===== src/rtl/dhd_pkg.sv =====
package dhd_pkg;

   localparam int MAX_DEGRADE_DEF = 4;
   localparam int MIN_FPS_X16_DEF = 240;

   localparam int FREEZE_W = 17;
   localparam int JITTER_W = 20;
   localparam int LOST_W   = 16;
   localparam int LOSS_W   = 7;
   localparam int FPS_W    = 14;
   localparam int RTT_W    = 20;
   localparam int LEVEL_W  = 4;
   localparam int CSR_IDX_W  = 3;
   localparam int CSR_DATA_W = 20;

   localparam logic [LOSS_W-1:0] LOSS_CLAMP = 7'd100;

   // observed class and state codes
   localparam logic [1:0] ST_STABLE  = 2'd0;
   localparam logic [1:0] ST_WARN    = 2'd1;
   localparam logic [1:0] ST_CONG    = 2'd2;
   localparam logic [1:0] ST_RECOVER = 2'd3;

   // csr indexes
   localparam logic [CSR_IDX_W-1:0] CSR_CONG_FREEZE = 3'd0;
   localparam logic [CSR_IDX_W-1:0] CSR_CONG_LOSS   = 3'd1;
   localparam logic [CSR_IDX_W-1:0] CSR_CONG_JITTER = 3'd2;
   localparam logic [CSR_IDX_W-1:0] CSR_CONG_RTT    = 3'd3;
   localparam logic [CSR_IDX_W-1:0] CSR_WARN_FREEZE = 3'd4;
   localparam logic [CSR_IDX_W-1:0] CSR_WARN_LOSS   = 3'd5;
   localparam logic [CSR_IDX_W-1:0] CSR_WARN_JITTER = 3'd6;
   localparam logic [CSR_IDX_W-1:0] CSR_WARN_RTT    = 3'd7;

   typedef struct packed {
      logic [FREEZE_W-1:0] cong_freeze;
      logic [LOSS_W-1:0]   cong_loss;
      logic [JITTER_W-1:0] cong_jitter;
      logic [RTT_W-1:0]    cong_rtt;
      logic [FREEZE_W-1:0] warn_freeze;
      logic [LOSS_W-1:0]   warn_loss;
      logic [JITTER_W-1:0] warn_jitter;
      logic [RTT_W-1:0]    warn_rtt;
   } thresh_type;

   localparam thresh_type THRESH_RESET = '{
      cong_freeze: 17'd9830,
      cong_loss:   7'd10,
      cong_jitter: 20'd100000,
      cong_rtt:    20'd600000,
      warn_freeze: 17'd3277,
      warn_loss:   7'd2,
      warn_jitter: 20'd30000,
      warn_rtt:    20'd300000
   };

   typedef struct packed {
      logic [FREEZE_W-1:0] freeze;
      logic [JITTER_W-1:0] jitter;
      logic [LOSS_W-1:0]   loss;
      logic [FPS_W-1:0]    fps;
      logic                fps_seen;
   } stats_type;

   localparam stats_type STATS_CLEAR = '{
      freeze:   '0,
      jitter:   '0,
      loss:     '0,
      fps:      '1,
      fps_seen: 1'b0
   };

   typedef struct packed {
      logic [1:0]         state;
      logic [LEVEL_W-1:0] level;
      logic               changed;
   } fsm_out_type;

endpackage


===== src/rtl/dhd_classify.sv =====
module dhd_classify #(
   parameter int MIN_FPS_X16 = dhd_pkg::MIN_FPS_X16_DEF
) (
   input  dhd_pkg::thresh_type              thresh,
   input  dhd_pkg::stats_type               stats,
   input  logic [dhd_pkg::RTT_W-1:0]        rtt,
   output logic [1:0]                       obs_class
);

   logic cong_hit;
   logic warn_hit;
   logic fps_low;

   always_comb begin
      cong_hit = (stats.freeze >= thresh.cong_freeze) || (stats.loss >= thresh.cong_loss) ||
                 (stats.jitter >= thresh.cong_jitter) || (rtt >= thresh.cong_rtt);
      fps_low  = stats.fps_seen && (stats.fps < dhd_pkg::FPS_W'(MIN_FPS_X16));
      warn_hit = (stats.freeze >= thresh.warn_freeze) || (stats.loss >= thresh.warn_loss) ||
                 (stats.jitter >= thresh.warn_jitter) || (rtt >= thresh.warn_rtt) || fps_low;
      if (cong_hit) begin
         obs_class = dhd_pkg::ST_CONG;
      end else if (warn_hit) begin
         obs_class = dhd_pkg::ST_WARN;
      end else begin
         obs_class = dhd_pkg::ST_STABLE;
      end
   end

endmodule


===== src/rtl/dhd_health_fsm.sv =====
module dhd_health_fsm #(
   parameter int MAX_DEGRADE = dhd_pkg::MAX_DEGRADE_DEF
) (
   input  logic                 clock,
   input  logic                 reset,
   input  logic                 step,
   input  logic [1:0]           obs_class,
   output dhd_pkg::fsm_out_type fsm_out
);

   localparam logic [dhd_pkg::LEVEL_W:0] LEVEL_MAX = (dhd_pkg::LEVEL_W+1)'(MAX_DEGRADE);

   logic [1:0]                  state_ff, state_in;
   logic [dhd_pkg::LEVEL_W-1:0] level_ff, level_in;
   logic [1:0]                  count_ff, count_in;
   logic [dhd_pkg::LEVEL_W:0]   sum1, sum2;
   logic [dhd_pkg::LEVEL_W-1:0] raise1, raise2, level_dec;
   logic [1:0]                  count_inc;

   always_comb begin
      sum1      = {1'b0, level_ff} + 1'b1;
      sum2      = {1'b0, level_ff} + 2'd2;
      raise1    = (sum1 > LEVEL_MAX) ? LEVEL_MAX[dhd_pkg::LEVEL_W-1:0]
                                     : sum1[dhd_pkg::LEVEL_W-1:0];
      raise2    = (sum2 > LEVEL_MAX) ? LEVEL_MAX[dhd_pkg::LEVEL_W-1:0]
                                     : sum2[dhd_pkg::LEVEL_W-1:0];
      level_dec = level_ff - 1'b1;
      count_inc = (count_ff == 2'd3) ? count_ff : count_ff + 1'b1;

      state_in = state_ff;
      level_in = level_ff;
      count_in = count_ff;
      unique case (state_ff)
         dhd_pkg::ST_STABLE: begin
            if (obs_class == dhd_pkg::ST_CONG) begin
               state_in = dhd_pkg::ST_CONG;
               level_in = raise2;
               count_in = 2'd0;
            end else if (obs_class == dhd_pkg::ST_WARN) begin
               state_in = dhd_pkg::ST_WARN;
               level_in = raise1;
               count_in = 2'd0;
            end
         end
         dhd_pkg::ST_WARN: begin
            if (obs_class == dhd_pkg::ST_CONG) begin
               state_in = dhd_pkg::ST_CONG;
               level_in = raise2;
               count_in = 2'd0;
            end else if (obs_class == dhd_pkg::ST_STABLE) begin
               state_in = dhd_pkg::ST_RECOVER;
               count_in = 2'd1;
            end
         end
         dhd_pkg::ST_CONG: begin
            if (obs_class == dhd_pkg::ST_CONG) begin
               level_in = raise1;
            end else begin
               state_in = dhd_pkg::ST_RECOVER;
               count_in = 2'd1;
            end
         end
         default: begin
            if (obs_class == dhd_pkg::ST_CONG) begin
               state_in = dhd_pkg::ST_CONG;
               level_in = raise2;
               count_in = 2'd0;
            end else if (obs_class == dhd_pkg::ST_STABLE) begin
               count_in = count_inc;
               if (count_inc == 2'd3 && level_ff != '0) begin
                  level_in = level_dec;
                  count_in = 2'd0;
                  if (level_dec == '0) begin
                     state_in = dhd_pkg::ST_STABLE;
                  end
               end
            end else begin
               count_in = 2'd0;
            end
         end
      endcase

      fsm_out.state   = state_in;
      fsm_out.level   = level_in;
      fsm_out.changed = (level_in != level_ff);
   end

   always_ff @(posedge clock) begin
      if (reset) begin
         state_ff <= dhd_pkg::ST_STABLE;
         level_ff <= '0;
         count_ff <= '0;
      end else if (step) begin
         state_ff <= state_in;
         level_ff <= level_in;
         count_ff <= count_in;
      end
   end

endmodule


===== src/rtl/downlink_health_degrade_fsm_top.sv =====
// A result reaches the output register after its last beat is accepted: input register,
// then aggregate/classify/state step into the output register once that register is free.
// Throughput: one beat per cycle; a last beat holds the input register only while an
// earlier result waits on stall, other beats keep flowing.
// Reset (synchronous, active high): thresholds return to defaults, aggregates clear,
// state machine returns to stable with degrade level and stable count at zero.
module downlink_health_degrade_fsm_top #(
   parameter int MAX_DEGRADE = dhd_pkg::MAX_DEGRADE_DEF,
   parameter int MIN_FPS_X16 = dhd_pkg::MIN_FPS_X16_DEF
) (
   input  logic                             clock,
   input  logic                             reset,

   input  logic                             csr_we,
   input  logic [dhd_pkg::CSR_IDX_W-1:0]    csr_index,
   input  logic [dhd_pkg::CSR_DATA_W-1:0]   csr_wdata,

   input  logic                             req_valid,
   output logic                             req_stall,
   input  logic                             req_visible,
   input  logic [dhd_pkg::FREEZE_W-1:0]     req_freeze_rate,
   input  logic [dhd_pkg::JITTER_W-1:0]     req_jitter_us,
   input  logic [dhd_pkg::LOST_W-1:0]       req_packets_lost,
   input  logic [dhd_pkg::FPS_W-1:0]        req_frame_rate,
   input  logic [dhd_pkg::RTT_W-1:0]        req_round_trip_us,
   input  logic                             req_last_of_snapshot,

   output logic                             rsp_valid,
   input  logic                             rsp_stall,
   output logic [1:0]                       rsp_observed_class,
   output logic [1:0]                       rsp_health_state,
   output logic [dhd_pkg::LEVEL_W-1:0]      rsp_degrade_value,
   output logic                             rsp_level_changed
);

   dhd_pkg::thresh_type thresh_ff;
   dhd_pkg::stats_type  agg_ff, agg_in, merged;

   logic                         s1_valid_ff, s1_valid_in;
   logic                         s1_visible_ff;
   logic [dhd_pkg::FREEZE_W-1:0] s1_freeze_ff;
   logic [dhd_pkg::JITTER_W-1:0] s1_jitter_ff;
   logic [dhd_pkg::LOST_W-1:0]   s1_lost_ff;
   logic [dhd_pkg::FPS_W-1:0]    s1_fps_ff;
   logic [dhd_pkg::RTT_W-1:0]    s1_rtt_ff;
   logic                         s1_last_ff;

   logic                         rsp_valid_ff, rsp_valid_in;
   logic [1:0]                   rsp_class_ff;
   logic [1:0]                   rsp_state_ff;
   logic [dhd_pkg::LEVEL_W-1:0]  rsp_level_ff;
   logic                         rsp_changed_ff;

   logic                         req_accept;
   logic                         out_free;
   logic                         advance;
   logic                         step;
   logic [dhd_pkg::LOSS_W-1:0]   loss_clamped;
   logic [1:0]                   obs_class;
   dhd_pkg::fsm_out_type         fsm_out;

   // thresholds
   always_ff @(posedge clock) begin
      if (reset) begin
         thresh_ff <= dhd_pkg::THRESH_RESET;
      end else if (csr_we) begin
         unique case (csr_index)
            dhd_pkg::CSR_CONG_FREEZE: thresh_ff.cong_freeze <= csr_wdata[dhd_pkg::FREEZE_W-1:0];
            dhd_pkg::CSR_CONG_LOSS:   thresh_ff.cong_loss   <= csr_wdata[dhd_pkg::LOSS_W-1:0];
            dhd_pkg::CSR_CONG_JITTER: thresh_ff.cong_jitter <= csr_wdata[dhd_pkg::JITTER_W-1:0];
            dhd_pkg::CSR_CONG_RTT:    thresh_ff.cong_rtt    <= csr_wdata[dhd_pkg::RTT_W-1:0];
            dhd_pkg::CSR_WARN_FREEZE: thresh_ff.warn_freeze <= csr_wdata[dhd_pkg::FREEZE_W-1:0];
            dhd_pkg::CSR_WARN_LOSS:   thresh_ff.warn_loss   <= csr_wdata[dhd_pkg::LOSS_W-1:0];
            dhd_pkg::CSR_WARN_JITTER: thresh_ff.warn_jitter <= csr_wdata[dhd_pkg::JITTER_W-1:0];
            default:                  thresh_ff.warn_rtt    <= csr_wdata[dhd_pkg::RTT_W-1:0];
         endcase
      end
   end

   // flow control
   assign out_free   = !rsp_valid_ff || !rsp_stall;
   assign advance    = s1_valid_ff && (!s1_last_ff || out_free);
   assign req_stall  = s1_valid_ff && !advance;
   assign req_accept = req_valid && !req_stall;
   assign step       = advance && s1_last_ff;

   assign s1_valid_in  = req_accept || (s1_valid_ff && !advance);
   assign rsp_valid_in = step || (rsp_valid_ff && rsp_stall);

   always_ff @(posedge clock) begin
      if (reset) begin
         s1_valid_ff <= 1'b0;
      end else begin
         s1_valid_ff <= s1_valid_in;
      end
   end

   always_ff @(posedge clock) begin
      if (req_accept) begin
         s1_visible_ff <= req_visible;
         s1_freeze_ff  <= req_freeze_rate;
         s1_jitter_ff  <= req_jitter_us;
         s1_lost_ff    <= req_packets_lost;
         s1_fps_ff     <= req_frame_rate;
         s1_rtt_ff     <= req_round_trip_us;
         s1_last_ff    <= req_last_of_snapshot;
      end
   end

   // running aggregates with the staged beat folded in
   always_comb begin
      loss_clamped = (s1_lost_ff > dhd_pkg::LOST_W'(dhd_pkg::LOSS_CLAMP))
                   ? dhd_pkg::LOSS_CLAMP : s1_lost_ff[dhd_pkg::LOSS_W-1:0];
      merged = agg_ff;
      if (s1_visible_ff) begin
         if (s1_freeze_ff > agg_ff.freeze) begin
            merged.freeze = s1_freeze_ff;
         end
         if (s1_jitter_ff > agg_ff.jitter) begin
            merged.jitter = s1_jitter_ff;
         end
         if (loss_clamped > agg_ff.loss) begin
            merged.loss = loss_clamped;
         end
         if (s1_fps_ff != '0) begin
            if (!agg_ff.fps_seen || s1_fps_ff < agg_ff.fps) begin
               merged.fps = s1_fps_ff;
            end
            merged.fps_seen = 1'b1;
         end
      end
      agg_in = s1_last_ff ? dhd_pkg::STATS_CLEAR : merged;
   end

   always_ff @(posedge clock) begin
      if (reset) begin
         agg_ff <= dhd_pkg::STATS_CLEAR;
      end else if (advance) begin
         agg_ff <= agg_in;
      end
   end

   dhd_classify #(
      .MIN_FPS_X16 (MIN_FPS_X16)
   ) u_classify (
      .thresh    (thresh_ff),
      .stats     (merged),
      .rtt       (s1_rtt_ff),
      .obs_class (obs_class)
   );

   dhd_health_fsm #(
      .MAX_DEGRADE (MAX_DEGRADE)
   ) u_fsm (
      .clock     (clock),
      .reset     (reset),
      .step      (step),
      .obs_class (obs_class),
      .fsm_out   (fsm_out)
   );

   // result register
   always_ff @(posedge clock) begin
      if (reset) begin
         rsp_valid_ff <= 1'b0;
      end else begin
         rsp_valid_ff <= rsp_valid_in;
      end
   end

   always_ff @(posedge clock) begin
      if (step) begin
         rsp_class_ff   <= obs_class;
         rsp_state_ff   <= fsm_out.state;
         rsp_level_ff   <= fsm_out.level;
         rsp_changed_ff <= fsm_out.changed;
      end
   end

   assign rsp_valid          = rsp_valid_ff;
   assign rsp_observed_class = rsp_class_ff;
   assign rsp_health_state   = rsp_state_ff;
   assign rsp_degrade_value  = rsp_level_ff;
   assign rsp_level_changed  = rsp_changed_ff;

   a_level_bound: assert property (@(posedge clock) disable iff (reset)
      rsp_valid_ff |-> ({1'b0, rsp_level_ff} <= (dhd_pkg::LEVEL_W+1)'(MAX_DEGRADE)))
      else $error("degrade level above maximum");

   a_stable_zero: assert property (@(posedge clock) disable iff (reset)
      (rsp_valid_ff && rsp_state_ff == dhd_pkg::ST_STABLE) |-> (rsp_level_ff == '0))
      else $error("stable state with nonzero degrade level");

   a_cong_state: assert property (@(posedge clock) disable iff (reset)
      (rsp_valid_ff && rsp_class_ff == dhd_pkg::ST_CONG) |-> (rsp_state_ff == dhd_pkg::ST_CONG))
      else $error("congested observation did not enter congested state");

   a_cong_saturate: assert property (@(posedge clock) disable iff (reset)
      (rsp_valid_ff && rsp_class_ff == dhd_pkg::ST_CONG && !rsp_changed_ff)
      |-> ({1'b0, rsp_level_ff} == (dhd_pkg::LEVEL_W+1)'(MAX_DEGRADE)))
      else $error("congested beat left unsaturated level unchanged");

   a_step_slot: assert property (@(posedge clock) disable iff (reset)
      step |=> rsp_valid_ff)
      else $error("classified snapshot not presented");

endmodule

===== config.mk =====
export PLATFORM = sky130hd
export DESIGN_NAME = downlink_health_degrade_fsm_top
export DESIGN_NICKNAME = d
export VERILOG_FILES = /design/src/rtl/dhd_pkg.sv /design/src/rtl/dhd_classify.sv /design/src/rtl/dhd_health_fsm.sv /design/src/rtl/downlink_health_degrade_fsm_top.sv
export SDC_FILE = /design/constraint.sdc
export NUM_CORES = 1
export LEC_CHECK = 0
export BUFFER_PORTS_ARGS = -buffer_cell sky130_fd_sc_hd__buf_2
export CORE_MARGIN = 2
export CORE_UTILIZATION = 50
export CTS_CLUSTER_DIAMETER = 50
export DETAILED_ROUTE_END_ITERATION = 7
export GPL_TIMING_DRIVEN = 0
export HOLD_SLACK_MARGIN = 0.02
export PLACE_DENSITY = 0.69
export SYNTH_ARGS = -nofsm -noshare
export SYNTH_HDL_FRONTEND = slang
export SYNTH_SLANG_ARGS = --single-unit
export TNS_END_PERCENT = 5

===== constraint.sdc =====
create_clock -name clock -period 16.15 [get_ports clock]
set_input_delay 1.615 -clock clock [delete_from_list [all_inputs] [get_ports clock]]
set_output_delay 1.615 -clock clock [all_outputs]
set_load 0.005 [all_outputs]

==> flow_summary_export.csv <==
group,metric,value,unit
status,status,"complete, no violations",
clock_tree,hold_buffers,0,
synthesis,ys_top_cells_by_area,"dfxtp_1 (25%), edfxtp_1 (19%), ha_1 (15%), nand2_1 (7.2%), inv_1 (4.6%)",
worst_hold_path,min_from,"thresh_ff[79]",
layout,syn_to_final_growth,14.9,%
pwr,power_density,102,nW/um^2
layout,fin_cells,2292,
clock_tree,cts_tree,"yes",
clock_tree,post_cts_buffers,0,
pwr,power_frac_seq,44.5,%
pwr,pwr-share-comb,10.9,%
place,dp_slack,9.24,ns
pwr,vdd_drop_max,0.0826,mV
floorplanning,start_util,50.9,%
layout,nets,2179,
clock_tree,cts_made_buffers,36,
clock_tree,cts-resized-gates,0,
synthesis,synth_edf_count,98,
synthesis,yosys_register_bits,295,
setup_path,critical_path_class,"flop to flop",
timing,fmax,142,MHz
synthesis,synth_largest_area_cell,"dfxtp_1",
synthesis,syn-num-nets,2021,
synthesis,yosysSeqAreaShare,44.1,%
timing,finalHoldViolCount,0,
global_route,antenna_found_initial,2,
pwr,p_int,0.00136,W
layout,fillers,2719,
clock_tree,clkTransAtPathRegs,0.06,ns
floorplanning,pin_count,128,
global_route,grt_max_degree,58,
timing,setup_viol,0,
clock_tree,numClockSinks,295,
synthesis,async_flop_share,0,%
detailed_routing,detail_route.wl_per_cell,18.3,microns
global_route,grt_use_total,25.4,%
layout,drive_above_1_share,10.6,%
detailed_routing,drt-total-wl,41900,microns
detailed_routing,vias,12800,
synthesis,netlist.area_leader.share,25.3,%
pwr,clkPwrFrac,44.5,%
detailed_routing,drtIter0Drc,891,
synthesis,yosysWarnings,0,
timing,skew,0.0225,ns
synthesis,avgSynthCellArea,9.12,sq um
synthesis,synth_cell_types,67,
floorplanning,die_w,181,microns
place,dp_cells,2226,
pwr,power.share.switching,25.3,%
setup_path,crit_path_max_fanout,10,
detailed_routing,vias_per_cell,5.58,
detailed_routing,dr.pass1.iters,5,
timing,setup_ws,9.10,ns
timing,finalSetupTns,0,ns
timing,rsz0062_at_grt,"no",
synthesis,synthCells,1711,
setup_path,worstSetupEndpointType,"flop",
pwr,p_leak,7.42,nW
setup_path,critPathLaunchType,"flop",
place,finalWeightedCongestion,0.917,
setup_path,worstSetupStartpoint,"s1_lost_ff[15]",
detailed_routing,drtAntennaViolNets,0,
timing,period_needed,7.05,ns
pwr,power.switching,0.000461,W
detailed_routing,drcViolationCount,0,
timing,fin_crit_sh,43.7,%
setup_path,required,16.38,ns
pwr,power,0.00182,W
floorplanning,die_h,181,microns
clock_tree,htreeDepth,2,
floorplanning,core_area,30700,sq um
floorplanning,dieArea,32600,sq um
synthesis,ys.flop_type,"dfxtp_1",
timing,slew_headroom,26.3,%
clock_tree,clk_path_buf_depth,3,
timing,worst_pin_slew,1.10,ns
timing,slew_violations,0,
synthesis,syn-cell-area,15600,sq um
setup_path,reg2reg_from,"s1_lost_ff[15]",
worst_hold_path,hp-class,"flop to flop",
place,place_hpwl,31200,microns
run,drv_cap,0,
global_route,grt_pass1_wl,65700,microns
global_route,overflow,0,
clock_tree,root_buffer,"clkbuf_16",
clock_tree,clock_latency,0.52,ns
global_route,grt_pass1_vias,12300,
floorplanning,row_count,64,
place,io_buffers,118,
setup_path,arrival,7.29,ns
per-stage QoR:
step | hold WS, ns | area (sq um) | util [%]
floorplan | 0.436 | 15600 | -
global placement | 0.442 | 16700 | 54.4
detailed placement | 0.446 | 16700 | 54.5
CTS | 0.455 | 17900 | 58.4
global route | 0.473 | 17900 | 58.4
finish | 0.454 | 17900 | 58.5
synthesized netlist by cell type (all sizes together), types with 6 or more instances:
library cell  count
inv             194
ha              193
o21ai            76
nor4              8
dfxtp           197
nand4            26
nand3            25
a31oi             8
clkbuf           68
nor2b            16
a22oi             9
nor2             63
a21oi           139
and2             11
and3              8
edfxtp           98
nand2b           14
o211ai           64
nor3             14
o21a             10
a211oi           14
and4              7
a22o             37
nand2           301
a21o             30
buf               6
mux2i            20
placed cells by master (no fill, tap or decap), drive strengths merged, types with 9 or more instances in the layout:
cell,instances
a211oi,14
a21o,30
a21oi,139
a22o,37
a22oi,9
and2,11
buf,125
clkbuf,115
dfxtp,197
edfxtp,98
ha,193
inv,198
mux2i,20
nand2,301
nand2b,14
nand3,25
nand4,26
nor2,63
nor2b,16
nor3,14
o211ai,64
o21a,10
o21ai,76
metal layers:
layer	up-vias	track usage [%]	wire length (microns)
met5	-	0	11
met4	2	11.7	2080
met3	114	4.43	3140
met2	424	39.6	18300
met1	5932	34.4	18300
li1	6327	-	-
logic make-up (layout without fill, tap and decap cells):
kind of cell    count (synthesis)  count (layout)  synth area share, %
simple gates                  505             505                 14.4
buf+inv                       268             451                 6.52
fa+ha+maj                     193             193                 15.5
flops                         295             295                 44.1
compound gates                422             422                 17.7
xor+xnor                        5               5                0.281
mux                            23              23                 1.52
other cells                     0               2                    0
critical path: stages, from the launching register on:
cell      delay [ns]
edfxtp_1        0.38
nor4_1          0.28
nand3_1         0.15
a31oi_1         0.35
and2_1          0.22
ha_1            0.24
nor2b_1         0.14
o21a_1          0.16
o21ai_0         0.15
nand2_1         0.07
o21ai_0         0.30
a41oi_1         0.13
clkbuf_1        0.24
o21ai_0         0.56
ha_1            0.38
nand3_1         0.09
nand2_1         0.07
a311oi_1        0.32
o2111a_1        0.24
and4_1          0.22
buf_2           0.20
clkbuf_1        0.45
nand2_1         0.22
a211oi_1        0.28
and4b_1         0.28
xnor2_1         0.13
or4_1           0.48
flip-flops by register name (all words and copies together), names as in the netlist:
signal,flops
s1_valid_ff,1
u_fsm.count_ff,2
rsp_observed_class,2
s1_last_ff,1
s1_freeze_ff,17
s1_visible_ff,1
rsp_degrade_value,4
u_fsm.state_ff,2
rsp_valid,1
s1_rtt_ff,20
s1_fps_ff,14
u_fsm.level_ff,4
thresh_ff,128
rsp_level_changed,1
s1_lost_ff,16
agg_ff,59
rsp_health_state,2
s1_jitter_ff,20
final timing paths:
check,end,slack [ns],cells after the start
hold reg to reg,thresh_ff[79],0.45,2
setup reg to reg,rsp_level_changed,9.10,26
setup / recovery,rsp_level_changed,9.10,26
hold / removal,thresh_ff[79],0.45,2
layout make-up:
class | count | area, sq um | area share (%)
Clock inverter | 17 | 188 | 1.05
Multi-Input combinational cell | 1148 | 7700 | 43.0
Timing Repair Buffer | 120 | 623 | 3.48
Buffer | 74 | 289 | 1.61
Clock buffer | 46 | 1010 | 5.63
Inverter | 194 | 728 | 4.06
Sequential cell | 295 | 6890 | 38.4
Antenna cell | 2 | 5.00 | 0.0279
Tap cell | 396 | 495 | 2.76
power by group through the flow:
stage | logic [W] | registers (W) | clock network [W]
detailed placement | 0.000196 | 0.000828 | 0
global placement | 0.000189 | 0.000828 | 0
CTS | 0.000197 | 0.000812 | 0.000825
finish | 0.000199 | 0.000812 | 0.000812
floorplan | 0.000127 | 0.000823 | 0
global route | 0.000223 | 0.000815 | 0.000857
Power figures use the tool's default switching activity.
